`config.mk`:
```
export PLATFORM = sky130hd
export DESIGN_NAME = wafl_cell
export DESIGN_NICKNAME = d
export VERILOG_FILES = /design/src/rtl/wafl_pkg.sv /design/src/rtl/wafl_cell.sv
export SDC_FILE = /design/constraint.sdc
export NUM_CORES = 1
export LEC_CHECK = 0
export BUFFER_PORTS_ARGS = -buffer_cell sky130_fd_sc_hd__buf_2
export CORE_AREA = 2 2 151 153
export DETAILED_ROUTE_END_ITERATION = 16
export DIE_AREA = 0 0 153 155
export SETUP_SLACK_MARGIN = 0.3
export SLEW_MARGIN = 15
export SYNTH_ARGS = -nofsm -noshare
export SYNTH_HDL_FRONTEND = slang
export SYNTH_SLANG_ARGS = --single-unit
```
`constraint.sdc`:
```
create_clock -name clk -period 4.15 [get_ports clk]
set_input_delay 0.415 -clock clk [delete_from_list [all_inputs] [get_ports clk]]
set_output_delay 0.415 -clock clk [all_outputs]
set_load 0.02 [all_outputs]
```
`src/rtl/wafl_pkg.sv`:
```
// ----------------------------------------------------------------------------
// wafl_pkg
// shared types and constants of the watermark allocator with free table
// ----------------------------------------------------------------------------
`default_nettype none

package wafl_pkg;

	localparam int ADDR_W = 48;
	localparam int SIZE_W = 32;
	localparam int RSIZE_W = SIZE_W + 1;     // rounded size can carry one bit
	localparam int FREE_ENTRIES_DEF = 16;

	// allocation granule, a power of two
	localparam int ALIGN_BYTES = 64;
	localparam logic [RSIZE_W-1:0] ALIGN_ADD = RSIZE_W'(ALIGN_BYTES - 1);
	localparam logic [RSIZE_W-1:0] ALIGN_MASK = ~ALIGN_ADD;

	localparam logic [1:0] ACT_ALLOC = 2'd0;
	localparam logic [1:0] ACT_FREE  = 2'd1;
	localparam logic [1:0] ACT_RESET = 2'd2;

	localparam logic [1:0] ST_OK   = 2'd0;
	localparam logic [1:0] ST_OOM  = 2'd1;
	localparam logic [1:0] ST_FULL = 2'd2;

	typedef enum logic [1:0] {
		CELL_HOLD      = 2'd0,
		CELL_FROM_NEXT = 2'd1,
		CELL_FROM_PREV = 2'd2,
		CELL_LOAD      = 2'd3
	} wafl_cell_op_t;

	typedef struct packed {
		wafl_cell_op_t     op;
		logic [ADDR_W-1:0] base;
		logic [ADDR_W-1:0] len;
	} wafl_cell_ctl_t;

endpackage

`default_nettype wire

```
`src/rtl/wafl_cell.sv`:
```
// ----------------------------------------------------------------------------
// wafl_cell
// one free table entry; shifts to or from its neighbors, or loads new data
// ----------------------------------------------------------------------------
`default_nettype none

module wafl_cell
	import wafl_pkg::*;
(
	input  wire logic              clk,
	input  wire wafl_cell_ctl_t    ctl,
	input  wire logic [ADDR_W-1:0] prev_base,
	input  wire logic [ADDR_W-1:0] prev_len,
	input  wire logic [ADDR_W-1:0] next_base,
	input  wire logic [ADDR_W-1:0] next_len,
	output logic      [ADDR_W-1:0] base,
	output logic      [ADDR_W-1:0] len
);

	logic [ADDR_W-1:0] base_q;
	logic [ADDR_W-1:0] len_q;

	always_ff @(posedge clk) begin
		case (ctl.op)
			CELL_FROM_NEXT: begin
				base_q <= next_base;
				len_q  <= next_len;
			end
			CELL_FROM_PREV: begin
				base_q <= prev_base;
				len_q  <= prev_len;
			end
			CELL_LOAD: begin
				base_q <= ctl.base;
				len_q  <= ctl.len;
			end
			default: begin
				base_q <= base_q;
				len_q  <= len_q;
			end
		endcase
	end

	assign base = base_q;
	assign len  = len_q;

endmodule

`default_nettype wire

```
==> flow_summary.toml, run 1 <==
[sta]
worst_pin_slew_ns = 0.889
drv_slew = 0
rsz0062_at_grt = "no"
final-setup-viol-count = 0
slew_headroom_pct = 40.7
period_minus_slack_ns = 1.60
max_freq_mhz = 627
hold_violations = 0
setup_tns_ns = 0
timing.final.crit_share_pct = 38.4

[clock_tree]
cts.hold.buffers_added = 0
h-tree-depth = 3
numCtsBuffers = 9
tritoncts = "done"
clockBufferDepth = 2
clock-sinks = 96
cts_resized = 0
cts-root-buf = "clkbuf_16"
cts.reportedPaths.clkPinSlew_ns = 0.07
postCtsSetupBuffers = 0

[setup_path]
path_class = "input pin to flip-flop"
arrival_ns = 1.65
end_kind = "flip-flop"
critPathRequiredTime_ns = 4.21
startpoint_type = "input pin"
worstPathMaxFanout = 49

[run_status]
status = "completed"

[grt]
grt_max_degree = 95
met3_usage_pct = 3.98
grt_antenna_before_repair = 0
track_usage_pct = 12.5
use_met1_pct = 13.6
grt_pass1_vias = 4532
top_usage_layer = "met2"
grt_pass1_wl_mm = 23.2
overflow = 0
met2_usage_pct = 22.3

[logic_synthesis]
yosys-top-cells-area = "edfxtp_1 (59%), mux2i_1 (20%), a21oi_1 (9.8%)"
yosysTopAreaCellShare_pct = 59.0
synth_area_mm2 = 0.00489
syn_area_per_cell_um2 = 11.7
ys.warnings.count = 0
yosys.area.top_type = "edfxtp_1"
synth_seq_area_share_pct = 59.0
syn_nets = 708
synthCells = 417
synth-seq-cells = 96
synth.lib_cells_used.distinct = 10

[cells_and_area]
nNetsFinal = 1079
fill_cells = 2317
mostFrequentLayoutCells = "buf_2 (384), mux2i_1 (96), nor2_1 (96), a21oi_1 (96), edfxtp_1 (96)"
fin_cells = 1078
area_growth_pct = 49.7
final_common_cell = "buf_2"
seq_area_mm2 = 0.00288
multi_input_comb_area_mm2 = 0.00181
drive_gt1_share_pct = 51.3
utilization_pct = 32.9
antenna_cells = 0

[flow_run]
maxCapViolCount = 0

[worst_hold_path]
min_path_type = "input pin to flip-flop"
min_delay_path_depth = 3

[routing]
post_drt_wl_per_cell_um = 14.4
ant_nets = 0
first_pass_iters = 4
drtIter0Drc = 178
routed_wl_mm = 15.5
drc = 0
vias = 4539
routed_via_density = 4.21

[floorplanning]
dieArea_mm2 = 0.0237
die_width_um = 153
start_util_pct = 22.0
fp-row-count = 55
core_mm2 = 0.0222
io_pins = 387
die_y_um = 155

[power_and_ir_drop]
cellPowerDensity_mw_per_mm2 = 361
peakVddDrop_mv = 0.164
p_leak_uw = 0.00353

[placed_design]
gp_congestion = 0.771
hpwl_mm = 12.1
dpl.cell_count = 1062
io_buffers = 386
[flip-flops by register name (all words and copies together), names as in the netlist]
signal,flops
base,48
len,48
[logic make-up (layout without fill, tap and decap cells)]
logic type / count (synthesis) / count (layout) / synth area share, %
compound gates: 96 / 96 / 9.83
buf+inv: 32 / 408 / 4.07
flops: 96 / 96 / 59.0
mux: 96 / 96 / 19.7
simple gates: 97 / 97 / 7.50
[critical path: stages]
cell     delay, ns
buf_4         0.10
buf_4         0.62
mux2i_1       0.32
a21oi_1       0.10
[worst paths after layout]
kind,start,slack (ns),to
min,next_len[4],0.39,len[4]$_DFFE_PP_
max,ctl[96],2.55,len[21]$_DFFE_PP_
[per-stage QoR]
step / power (µW) / hold slack [ns] / cell area [µm²] / setup WS [ns]
final: 2640 / 0.387 / 7320 / 2.55
after global routing: 2770 / 0.387 / 7320 / 2.46
after CTS: 2690 / 0.364 / 7320 / 2.53
after detailed placement: 1870 / 0.743 / 7050 / 2.16
after global placement: 1870 / 0.738 / 7050 / 2.16
after floorplan: 1580 / 0.641 / 4890 / 1.68
[layout make-up]
cell class / count / share of cell area [%]
clock inverters: 6 / 0.581
repair buffers: 392 / 27.3
flip-flops and latches: 96 / 39.4
multi-input cells: 289 / 24.7
clock buffers: 10 / 3.13
well taps: 285 / 4.87
[where the power goes]
group          total (µW)  switching [µW]  internal, µW
logic                 612             359           253
registers            1230            29.3          1200
clock network         802             391           411
total                2640             779          1860
[synth_stat cells]
cell / count
a21oi_1: 96
buf_4: 7
or2_2: 1
buf_8: 4
buf_2: 6
nor2_1: 96
clkbuf_1: 14
buf_1: 1
edfxtp_1: 96
mux2i_1: 96
[routing by layer]
layer / vias up / share of wire (%)
met2: 249 / 50
met3: 27 / 9.2
met4: 0 / 2.7
li1: 2271 / -
met1: 1992 / 38
met5: - / 0
Note: power is estimated with default switching activity, not from simulation.
==> run 2: changes to the inputs <==
--- a/config.mk
+++ b/config.mk
@@ -6,9 +6,9 @@
 export NUM_CORES = 1
 export LEC_CHECK = 0
 export BUFFER_PORTS_ARGS = -buffer_cell sky130_fd_sc_hd__buf_2
-export CORE_AREA = 2 2 151 153
+export CORE_AREA = 2 2 152 154
 export DETAILED_ROUTE_END_ITERATION = 16
-export DIE_AREA = 0 0 153 155
+export DIE_AREA = 0 0 154 156
 export SETUP_SLACK_MARGIN = 0.3
 export SLEW_MARGIN = 15
 export SYNTH_ARGS = -nofsm -noshare
==> constraint.sdc (replaced) <==
create_clock -name clk -period 1.5 [get_ports clk]
set_input_delay 0.15 -clock clk [delete_from_list [all_inputs] [get_ports clk]]
set_output_delay 0.15 -clock clk [all_outputs]
set_load 0.02 [all_outputs]
==> flow_summary.toml, run 2 (synthesis gave the netlist of run 1 again) <==
[routing]
routed_via_density = 4.26
drc = 0
first_pass_iters = 4
routed_wl_mm = 16.5
drtIter0Drc = 200
post_drt_wl_per_cell_um = 15.0
vias = 4672
ant_nets = 0

[grt]
grt_pass1_wl_mm = 23.7
grt_antenna_before_repair = 0
track_usage_pct = 13.0
grt_pass1_vias = 4548
grt_max_degree = 51
overflow = 0

[power_and_ir_drop]
intPower_uw = 5210
switchingPower_uw = 2140
peakVddDrop_mv = 0.403
sw_frac_of_total_pct = 29.1
p_leak_uw = 0.00366
p_clk_share_pct = 29.5
p_seq_share_pct = 46.3
combPwrFrac_pct = 24.2
cellPowerDensity_mw_per_mm2 = 971

[cells_and_area]
nNetsFinal = 1099
fill_cells = 2340
area_growth_pct = 54.8
fin_cells = 1098
final_common_cell = "buf_2"
drive_gt1_share_pct = 52.4
mostFrequentLayoutCells = "buf_2 (384), mux2i_1 (96), nor2_1 (96), a21oi_1 (96), edfxtp_1 (96)"
antenna_cells = 0

[clock_tree]
clockBufferDepth = 2
cts.reportedPaths.clkPinSlew_ns = 0.07
h-tree-depth = 3
numCtsBuffers = 9
cts.hold.buffers_added = 0
cts_resized = 0
cts-root-buf = "clkbuf_16"
clock-sinks = 96
tritoncts = "done"
postCtsSetupBuffers = 0

[floorplanning]
start_util_pct = 21.9
core_mm2 = 0.0224
die_y_um = 156
dieArea_mm2 = 0.0240
io_pins = 387
die_width_um = 154
fp-row-count = 55

[flow_run]
maxCapViolCount = 0

[setup_path]
cp_slowest_cell = "edfxtp_1"
startpoint_type = "flip-flop"
path_class = "flip-flop to output pin"
worstPathMaxFanout = 1
crit_chain = "buf_2"
end_kind = "output pin"
crit_family = "flip-flops"
arrival_ns = 0.94
critPathRequiredTime_ns = 1.35
critical-path-max-stage-delay_ns = 0.42
cp.buffers_inverters = 1

[sta]
setup_tns_ns = 0
rsz0062_at_grt = "no"
hold_violations = 0
max_freq_mhz = 917
slew_headroom_pct = 77.1
final-setup-viol-count = 0
drv_slew = 0
worst_pin_slew_ns = 0.344
period_minus_slack_ns = 1.09
holdWs_ns = 0.121
timing.final.crit_share_pct = 72.7

[placed_design]
dpl.cell_count = 1082
hpwl_mm = 12.9
io_buffers = 386
gp_congestion = 0.824

[run_status]
status = "completed"

[worst_hold_path]
min_path_type = "input pin to flip-flop"
## run 2: routing by layer
metal  vias to the layer above  wire (µm)  GRT usage [%]
li1                       2308          -              -
met1                      2110       6260           13.7
met2                       234       8690           24.6
met3                        20       1310           3.94
met4                         0        227           4.18
met5                         -          0              0
## run 2: final cells by class
class,count,area (µm²),share of cell area (%)
sequential,96,2880,38.1
timing repair buffer,412,2250,29.8
multi-input combinational,289,1810,23.9
tap,285,357,4.71
clock buffer,12,236,3.12
clock inverter,4,31.3,0.413
## run 2: final timing paths
path,startpoint,to,slack (ns),cells past startpoint
worst min-delay path,next_base[34],base[34]$_DFFE_PP_,0.12,3
worst max-delay path,base[21]$_DFFE_PP_,base[21],0.41,1
## run 2: power by group through the flow
stage	Combinational, µW	Clock, µW	Sequential (µW)
floorplan	505	0	3880
global placement	1800	0	3450
detailed placement	1810	0	3460
CTS	1810	2300	3410
global route	1930	2370	3430
finish	1780	2170	3400
## run 2: stage by stage
stage / utilization [%] / instance area [µm²] / total power (µW) / setup slack (ns)
floorplan: - / 4900 / 4390 / -0.179
global placement: 32.6 / 7300 / 5250 / 0.166
detailed placement: 32.6 / 7300 / 5270 / 0.142
CTS: 33.8 / 7570 / 7520 / 0.369
global route: 33.8 / 7570 / 7730 / 0.365
finish: 33.8 / 7570 / 7350 / 0.409
## run 2: worst min-delay path, delay by kind of cell
| kind | cells | cell delay (ns) |
|---|---|---|
| compound gates | 1 | 0.09 |
| simple gates | 1 | 0.03 |
| buf+inv | 1 | 0.07 |
